<file path="src/design/hpack_header_field_encoder_core_assert.svh">
// ----------------------------------------------------------------------------
// HPACK header field encoder assertion macros
// Concurrent assertion helpers that compile away in synthesis.
// ----------------------------------------------------------------------------
`ifndef HPACK_HEADER_FIELD_ENCODER_CORE_ASSERT_SVH
`define HPACK_HEADER_FIELD_ENCODER_CORE_ASSERT_SVH
`ifndef SYNTHESIS
`define HFE_ASSERT_SAME(label, clk, rst_n, ante, cons) \
    label: assert property (@(posedge clk) disable iff (!rst_n) (ante) |-> (cons)) \
        else $error("assertion failed");
`define HFE_ASSERT_NEXT(label, clk, rst_n, ante, cons) \
    label: assert property (@(posedge clk) disable iff (!rst_n) (ante) |=> (cons)) \
        else $error("assertion failed");
`else
`define HFE_ASSERT_SAME(label, clk, rst_n, ante, cons)
`define HFE_ASSERT_NEXT(label, clk, rst_n, ante, cons)
`endif
`endif

</file>
<file path="src/design/hfe_pkg.sv">
`timescale 1ns / 1ps
// ----------------------------------------------------------------------------
// HPACK header field encoder package
// Mode codes, byte constants and controller/datapath interface types.
// ----------------------------------------------------------------------------
package hfe_pkg;

    localparam int NUMBER_W = 32;

    localparam logic [2:0] MODE_INDEXED   = 3'd0;
    localparam logic [2:0] MODE_LIT_IDX   = 3'd1;
    localparam logic [2:0] MODE_LIT_NOIDX = 3'd2;
    localparam logic [2:0] MODE_STR_LEN   = 3'd3;
    localparam logic [2:0] MODE_IDX_NAME  = 3'd4;
    localparam logic [2:0] MODE_SIZE_CHG  = 3'd5;
    localparam logic [2:0] MODE_RAW       = 3'd6;
    localparam logic [2:0] MODE_UNUSED    = 3'd7;

    localparam logic [7:0] FLAG_INDEXED  = 8'h80;
    localparam logic [7:0] FLAG_SIZECHG  = 8'h20;
    localparam logic [7:0] TYPE_INDEXING = 8'h40;
    localparam logic [7:0] TYPE_PLAIN    = 8'h00;
    localparam logic [7:0] FLAG_CONT     = 8'h80;
    localparam logic [7:0] LIMIT_7       = 8'h7f;
    localparam logic [7:0] LIMIT_4       = 8'h0f;

    typedef enum logic [2:0] {
        ST_IDLE,
        ST_TYPE,
        ST_FIRST,
        ST_GROUP,
        ST_RAW
    } t_state;

    typedef enum logic [1:0] {
        SEL_TYPE,
        SEL_FIRST,
        SEL_GROUP,
        SEL_RAW
    } t_emit_sel;

    typedef struct packed {
        logic      load;
        logic      emit;
        t_emit_sel sel;
    } t_dp_cmd;

    typedef struct packed {
        logic first_small;
        logic group_last;
    } t_dp_status;

endpackage

</file>
<file path="src/design/hfe_ctrl.sv">
`timescale 1ns / 1ps
// ----------------------------------------------------------------------------
// HPACK header field encoder controller
// Sequences the type byte, prefix byte and continuation groups of a request, or its single raw byte.
// ----------------------------------------------------------------------------
module hfe_ctrl (
    input  logic              i_clk,
    input  logic              i_rst_n,
    input  logic              i_valid,
    input  logic [2:0]        i_mode,
    output logic              o_stall,
    output logic              o_valid,
    input  logic              i_stall,
    input  hfe_pkg::t_dp_status i_status,
    output hfe_pkg::t_dp_cmd  o_cmd
);
    import hfe_pkg::*;

    t_state r_state;
    t_state n_state;
    logic   r_out_valid;
    logic   n_out_valid;
    logic   w_free;

    assign w_free = !r_out_valid || !i_stall;

    always_ff @(posedge i_clk) begin
        if (!i_rst_n) begin
            r_state     <= ST_IDLE;
            r_out_valid <= 1'b0;
        end else begin
            r_state     <= n_state;
            r_out_valid <= n_out_valid;
        end
    end

    always_comb begin
        n_state = r_state;
        unique case (r_state)
            ST_IDLE: begin
                if (i_valid) begin
                    unique case (i_mode)
                        MODE_LIT_IDX, MODE_LIT_NOIDX: n_state = ST_TYPE;
                        MODE_INDEXED, MODE_STR_LEN,
                        MODE_IDX_NAME, MODE_SIZE_CHG: n_state = ST_FIRST;
                        MODE_RAW: n_state = ST_RAW;
                        default: n_state = ST_IDLE;
                    endcase
                end
            end
            ST_TYPE: begin
                if (w_free) n_state = ST_FIRST;
            end
            ST_FIRST: begin
                if (w_free) n_state = i_status.first_small ? ST_IDLE : ST_GROUP;
            end
            ST_GROUP: begin
                if (w_free && i_status.group_last) n_state = ST_IDLE;
            end
            ST_RAW: begin
                if (w_free) n_state = ST_IDLE;
            end
            default: n_state = ST_IDLE;
        endcase
    end

    always_comb begin
        o_stall    = (r_state != ST_IDLE);
        o_cmd.load = (r_state == ST_IDLE) && i_valid;
        o_cmd.emit = (r_state != ST_IDLE) && w_free;
        unique case (r_state)
            ST_TYPE:  o_cmd.sel = SEL_TYPE;
            ST_GROUP: o_cmd.sel = SEL_GROUP;
            ST_RAW:   o_cmd.sel = SEL_RAW;
            default:  o_cmd.sel = SEL_FIRST;
        endcase
        n_out_valid = o_cmd.emit || (r_out_valid && i_stall);
    end

    assign o_valid = r_out_valid;

endmodule

</file>
<file path="src/design/hfe_dp.sv">
`timescale 1ns / 1ps
// ----------------------------------------------------------------------------
// HPACK header field encoder datapath
// Holds the request fields, forms output bytes and steps the integer value.
// ----------------------------------------------------------------------------
module hfe_dp (
    input  logic                         i_clk,
    input  logic [2:0]                   i_mode,
    input  logic [hfe_pkg::NUMBER_W-1:0] i_number,
    input  logic [7:0]                   i_data_byte,
    input  hfe_pkg::t_dp_cmd             i_cmd,
    output hfe_pkg::t_dp_status          o_status,
    output logic [7:0]                   o_out_byte,
    output logic                         o_last
);
    import hfe_pkg::*;

    logic [2:0]          r_mode;
    logic [NUMBER_W-1:0] r_value;
    logic [7:0]          r_data;
    logic [7:0]          r_out_byte;
    logic                r_out_last;
    logic [NUMBER_W-1:0] n_value;
    logic [7:0]          n_out_byte;
    logic                n_out_last;
    logic [7:0]          w_limit;
    logic [7:0]          w_flag;
    logic                w_small;
    logic                w_glast;

    always_comb begin
        w_limit = ((r_mode == MODE_IDX_NAME) || (r_mode == MODE_SIZE_CHG)) ? LIMIT_4 : LIMIT_7;
        unique if (r_mode == MODE_INDEXED) begin
            w_flag = FLAG_INDEXED;
        end else if (r_mode == MODE_SIZE_CHG) begin
            w_flag = FLAG_SIZECHG;
        end else begin
            w_flag = 8'h00;
        end
        w_small = (r_value < {{(NUMBER_W-8){1'b0}}, w_limit});
        w_glast = (r_value[NUMBER_W-1:7] == '0);
    end

    always_comb begin
        n_value    = r_value;
        n_out_byte = r_out_byte;
        n_out_last = r_out_last;
        if (i_cmd.emit) begin
            unique case (i_cmd.sel)
                SEL_TYPE: begin
                    n_out_byte = (r_mode == MODE_LIT_IDX) ? TYPE_INDEXING : TYPE_PLAIN;
                    n_out_last = 1'b0;
                end
                SEL_FIRST: begin
                    n_out_last = w_small;
                    if (w_small) begin
                        n_out_byte = r_value[7:0] | w_flag;
                    end else begin
                        n_out_byte = w_limit | w_flag;
                        n_value    = r_value - {{(NUMBER_W-8){1'b0}}, w_limit};
                    end
                end
                SEL_GROUP: begin
                    n_out_byte = {~w_glast, r_value[6:0]};
                    n_out_last = w_glast;
                    n_value    = {7'd0, r_value[NUMBER_W-1:7]};
                end
                SEL_RAW: begin
                    n_out_byte = r_data;
                    n_out_last = 1'b1;
                end
                default: begin
                    n_out_byte = r_out_byte;
                end
            endcase
        end
    end

    always_ff @(posedge i_clk) begin
        if (i_cmd.load) begin
            r_mode  <= i_mode;
            r_value <= i_number;
            r_data  <= i_data_byte;
        end else begin
            r_value <= n_value;
        end
        r_out_byte <= n_out_byte;
        r_out_last <= n_out_last;
    end

    assign o_status   = '{first_small: w_small, group_last: w_glast};
    assign o_out_byte = r_out_byte;
    assign o_last     = r_out_last;

endmodule

</file>
<file path="src/design/hpack_header_field_encoder_core.sv">
`timescale 1ns / 1ps
// A request is registered into the datapath, and its bytes then pass one at a
// time through the single output register. The controller emits one byte per
// cycle while the output is not stalled, and holds o_stall high, taking no new
// request, until the last byte of the current request has been emitted.
// Reset: synchronous, active low; clears the controller state and output valid.
// ----------------------------------------------------------------------------
// HPACK header field encoder core
// Encodes prefix integers and passes string bytes as a byte stream.
// ----------------------------------------------------------------------------
module hpack_header_field_encoder_core (
    input  logic                         i_clk,
    input  logic                         i_rst_n,
    input  logic                         i_valid,
    output logic                         o_stall,
    input  logic [2:0]                   i_mode,
    input  logic [hfe_pkg::NUMBER_W-1:0] i_number,
    input  logic [7:0]                   i_data_byte,
    output logic                         o_valid,
    input  logic                         i_stall,
    output logic [7:0]                   o_out_byte,
    output logic                         o_last
);
    import hfe_pkg::*;

`include "hpack_header_field_encoder_core_assert.svh"

    t_dp_cmd    w_cmd;
    t_dp_status w_status;

    hfe_ctrl u_ctrl (
        .i_clk    (i_clk),
        .i_rst_n  (i_rst_n),
        .i_valid  (i_valid),
        .i_mode   (i_mode),
        .o_stall  (o_stall),
        .o_valid  (o_valid),
        .i_stall  (i_stall),
        .i_status (w_status),
        .o_cmd    (w_cmd)
    );

    hfe_dp u_dp (
        .i_clk       (i_clk),
        .i_mode      (i_mode),
        .i_number    (i_number),
        .i_data_byte (i_data_byte),
        .i_cmd       (w_cmd),
        .o_status    (w_status),
        .o_out_byte  (o_out_byte),
        .o_last      (o_last)
    );

    `HFE_ASSERT_SAME(a_idle_pending_last, i_clk, i_rst_n, !o_stall && o_valid, o_last)
    `HFE_ASSERT_NEXT(a_raw_busy, i_clk, i_rst_n, i_valid && !o_stall && i_mode == MODE_RAW, o_stall)
    `HFE_ASSERT_NEXT(a_unused_idle, i_clk, i_rst_n, i_valid && !o_stall && i_mode == MODE_UNUSED, !o_stall)

endmodule
</file>
<file path="config.mk">
export PLATFORM = sky130hd
export DESIGN_NAME = hpack_header_field_encoder_core
export DESIGN_NICKNAME = d
export VERILOG_FILES = /design/src/design/hfe_pkg.sv /design/src/design/hfe_ctrl.sv /design/src/design/hfe_dp.sv /design/src/design/hpack_header_field_encoder_core.sv
export VERILOG_INCLUDE_DIRS = /design/src /design/src/design
export SDC_FILE = /design/constraint.sdc
export NUM_CORES = 1
export LEC_CHECK = 0
export ABC_AREA = 1
export BUFFER_PORTS_ARGS = -buffer_cell sky130_fd_sc_hd__buf_2
export CAP_MARGIN = 30
export CORE_UTILIZATION = 45
export CTS_BUF_LIST = sky130_fd_sc_hd__clkbuf_4 sky130_fd_sc_hd__clkbuf_8
export DETAILED_ROUTE_END_ITERATION = 8
export GPL_TIMING_DRIVEN = 1
export HOLD_SLACK_MARGIN = 0.08
export PLACE_DENSITY = 0.65
export SYNTH_ARGS = -nofsm -noshare
export SYNTH_HDL_FRONTEND = slang
export SYNTH_HIERARCHICAL = 1
export SYNTH_SLANG_ARGS = --single-unit
</file>
<file path="constraint.sdc">
create_clock -name i_clk -period 8.25 [get_ports i_clk]
set_input_delay 1.65 -clock i_clk [delete_from_list [all_inputs] [get_ports i_clk]]
set_output_delay 1.65 -clock i_clk [all_outputs]
set_load 0.02 [all_outputs]
</file>
# After elaboration in Yosys (flattened, before gate mapping)
# Index checks and enable logic that the tools add are counted.
dict set report op_classes {
  reduce_logical 21
  add_sub_neg 1
  order_cmp 1
  n_eq_ne 22
  n_bitwise 3
  mux 20
}
# cell n
set ops {}
lappend ops {{$mux 32} 3}
lappend ops {{$pmux 32 s2} 1}
lappend ops {{$lt 32x8->1} 1}
lappend ops {{$pmux 8 s4} 1}
lappend ops {{$sub 32x8->32} 1}
lappend ops {{$logic_not 25->1} 1}
lappend ops {{$eq 3x3->1 const B} 6}
lappend ops {{$mux 8} 2}
lappend ops {{$or 8x8->8} 2}
lappend ops {{$mux 3} 5}
lappend ops {{$pmux 3 s5} 1}
lappend ops {{$mux 7} 2}
lappend ops {{$eq 3x2->1 const B} 4}
lappend ops {{$eq 3x1->1 const B} 3}
lappend ops {{$logic_not 3->1} 3}
lappend ops {{$pmux 3 s3} 1}
lappend ops {{$ne 2x1->1 const B} 4}
lappend ops {{$mux 6} 1}
lappend ops {{$pmux 2 s3} 1}
lappend ops {{$reduce_bool 3->1} 2}
lappend ops {{$reduce_and 5->1} 1}
lappend ops {{$eq 2x2->1 const B} 2}
lappend ops {{$logic_and 1x1->1} 4}
lappend ops {{$pmux 1 s4} 1}
lappend ops {{12 further kinds} 15}
dict set report word_totals {
  register_bits 56
  word_cells 75
  out_inout_bits 11
  in_bits 47
}

# Logic depth before layout (Yosys ltp)
dict set report depth {
  word_depth 8
  depth_mapped 17
}

# Hierarchy
# Netlist, hierarchy kept.
# mod area_per_inst_um2 n_inst cells_each
set modules_own_cells {}
lappend modules_own_cells {hfe_dp 3568.4 1 499}
lappend modules_own_cells {hfe_ctrl 341.6 1 62}

# Worst setup path before layout
# No wires, ideal clock.
dict set report synth_timing {
  path_type {input-to-reg}
  from {input port i_valid}
  to {register u_dp.r_value[0] (enable)}
  t_required_ns 7.818
  setup_time_ns 0.432
  n_path_buf 1
  path_stages 5
  arrival_ns 4.415
  setup_slack_ns 3.403
  path_cell_list {inv_1 nor2_1 clkbuf_1 o21ai_0 a21oi_1}
}
# element line
set synth_rtl {}
lappend synth_rtl {{start: declaration} hpack_header_field_encoder_core.sv:14} ;# input logic i_valid,
lappend synth_rtl {{end signal: assignment} hfe_dp.sv:82} ;# r_value <= i_number;
lappend synth_rtl {{end signal: assignment} hfe_dp.sv:85} ;# r_value <= n_value;
lappend synth_rtl {{end: declaration} hfe_dp.sv:19} ;# logic [NUMBER_W-1:0] r_value;

==> metrics.txt <==
Finished Core Util ~53%; outcome complete, no violations; FILL cells around 800; combinational fraction of design power a little over half; Post-Syn Instances around 560; Final setup viols 0; fmax 0.2738 GHz; Post-Layout Cell Count approximately 720; clock tree buffer depth 2; Setup crit start kind input pin; setup bufs post-CTS 0; PwrDens 415.7 nW/um^2; kind of critical path input pin to flop; worst path arrival time approximately 3.6 ns; library cells used by synthesis 30; ratio of cells with drive above 1 in the final layout ~17%; net count after synthesis about 600; Synth area leader edfxtp_1; Area contributors post-synth edfxtp_1, nand2_1, nor2_1; Lkg Pwr roughly 2 nW; post-synthesis sequential area ratio a little over two fifths; FF-to-FF End u_dp/r_value[20]; CTS buffer count 5; Seq pwr share between 30% and 40%; Starting Density 47.11%; switching pwr 888.8 uW; flop2flop setup slack between 4 and 5 ns; HPWL after DPL around 7600 um; mean number of vias per cell 5.255; Hold Slack ~0.57 ns; quantity of gates resized following cts 0; Via Count approximately 3800; Final Hold Viols 0; htree depth 2; GP Congestion 0.9351; initial antenna violation count 0; crit path max fanout 61; clock power share 9.9%; clock latency on the worst-skew pair slightly above 0.3 ns; Net Sw Frac 48.30%; Mean Syn Cell Area 6.970 um^2; placed cells ~700; Routed Wire Length 10060 um; Reg clk slew, reported paths 0.10 ns; Overflow after GRT 0; Worst-Margin Slew just under 0.7 ns; Area Overhead vs Synth 13.22%; top cell type's share of synthesized area 39.94%; post-placement cell area between 4000 and 5000 um^2; CP Data Required Time about 8.2 ns; Internal Power 951.5 uW; synth warn 6; GRT Total Usage between 20% and 30%; 1st-pass router iterations 5; core footprint ~8300 um^2; largest net degree at the start of global routing slightly above 60; Max Cap Viol 0; end of the critical path u_dp/r_value[20]; Avg WL per Cell about 14 um; Die Area between 9000 and 10000 um^2; minimum clock period after layout between 3 and 4 ns; cts-stage hold buffer count 0; area of the multi-input gates around 2000 um^2; fin nets approximately 670; Detail Route Antenna Nets 0; Slew Limit Headroom 54.56%; kind of end point of the critical path flop; row cnt 33; Setup Skew roughly 0.0084 ns; global-route wire length before repair roughly 17000 um; worst reg-to-reg path cell count 8; Final Cycle Share approximately 44%; DRT iter0 DRCs approximately 220; Worst Hold Class flop to flop; CTS tree done; Reg-to-Reg Start u_ctrl/r_state[0]; Yosys reg bits between 50 and 60; vias in the first global route approximately 3600; width of the die approximately 95 um; register area 1642 um^2; peak supply drop around 0.00018 V; Slew Viols, Final 0; Final Cell Area between 4000 and 5000 um^2; ant diodes 0; DR DRC count 0; Post-Syn Area roughly 3900 um^2; io pins 58; Root Driver clkbuf_8; post-route setup TNS 0 ns; RSZ-0062 raised after global routing false; Die Y-Extent 95.22 um; Worst Setup SP i_valid; Sinks on Clock Net 56; PortBufs 57
[worst max-delay path, stage by stage]
cell and delay [ns]:
buf_2 0.07, inv_1 0.06, nor2_4 0.09, buf_4 0.54
inv_1 0.36, nand3_1 0.17, nand2_1 0.07, a21oi_2 0.13
buf_4 0.41
[worst min path at each step]
| stage | endpoint | startpoint | depth (start not counted) | slack [ns] |
|---|---|---|---|---|
| 2_1_floorplan | u_dp/o_out_byte[2] | u_dp/r_data[2] | 2 | 0.51 |
| 3_5_place_dp | u_dp/o_out_byte[2] | u_dp/r_data[2] | 2 | 0.52 |
| 6_report | u_dp/o_out_byte[2] | u_dp/r_data[2] | 2 | 0.57 |
| 5_1_grt | u_dp/o_out_byte[2] | u_dp/r_data[2] | 2 | 0.58 |
| 3_3_place_gp | u_dp/o_out_byte[2] | u_dp/r_data[2] | 2 | 0.55 |
| 4_1_cts | u_dp/o_out_byte[2] | u_dp/r_data[2] | 2 | 0.57 |
[synth_stat cells (all sizes together)]
library cell and number:
nand4 5, o21bai 1, clkbuf 7, ha 4, buf 7, nor2 87, dfxtp 4, o211ai 3
a22o 1, nand2 205, nand3 54, a22oi 3, nand3b 4, edfxtp 52, a31oi 3, or2 1
nor3b 2, a21oi 23, xnor2 2, inv 61, o21ai 32
[cells by family after synthesis]
kind of cell	synth area share (%)
buffers and inverters	7.712
xor gates and xnor gates	0.4481
adders and majority gates	1.280
AOI/OAI and AO/OA	9.088
DFF	41.98
and+or+nand+nor	39.49
[cells in the final DEF, fill, tap and decap left out, types with 12 or more instances in the layout]
master,instances
nand2_1,197
nor2_1,72
buf_2,57
inv_1,52
edfxtp_1,52
nand3_1,51
a21oi_1,22
o21ai_0,19
o21ai_1,13
nor2_2,12
[registers in the layout (all words and copies together) (netlist names)]
name and count:
u_dp/r_value 32, u_ctrl/o_valid 1, u_dp/o_last 1, u_dp/r_mode 3, u_dp/o_out_byte 8, u_ctrl/r_state 3, u_dp/r_data 8
[metal layers]
metal,track usage (%),wire length (um)
met1,29.90,4487
met2,41.43,4877
met3,3.509,498
met4,8.081,197
met5,0,0
[power by group through the flow]
stage	clock, mW	combinational, mW	sequential [mW]
final	0.183	0.989	0.669
after global routing	0.198	1.12	0.686
after CTS	0.190	0.987	0.666
after detailed placement	0	0.984	0.671
after global placement	0	0.959	0.670
after floorplan	0	0.704	0.678
[per-stage QoR]
stage          worst slack (ns)  total power, mW
4_1_cts                   4.628            1.842
6_report                  4.598            1.840
2_1_floorplan             3.403            1.382
3_3_place_gp              4.352            1.629
5_1_grt                   4.443            2.009
3_5_place_dp              4.285            1.655
[area by class of cell]
| cell class | instances | share of cell area, % |
|---|---|---|
| Multi-Input combinational cell | 430 | 44.69 |
| Sequential cell | 56 | 37.08 |
| Timing Repair Buffer | 61 | 7.575 |
| Inverter | 61 | 5.172 |
| Tap cell | 105 | 2.968 |
| Clock buffer | 6 | 1.724 |
| Clock inverter | 2 | 0.7914 |
(Power assumes the default switching activity.)
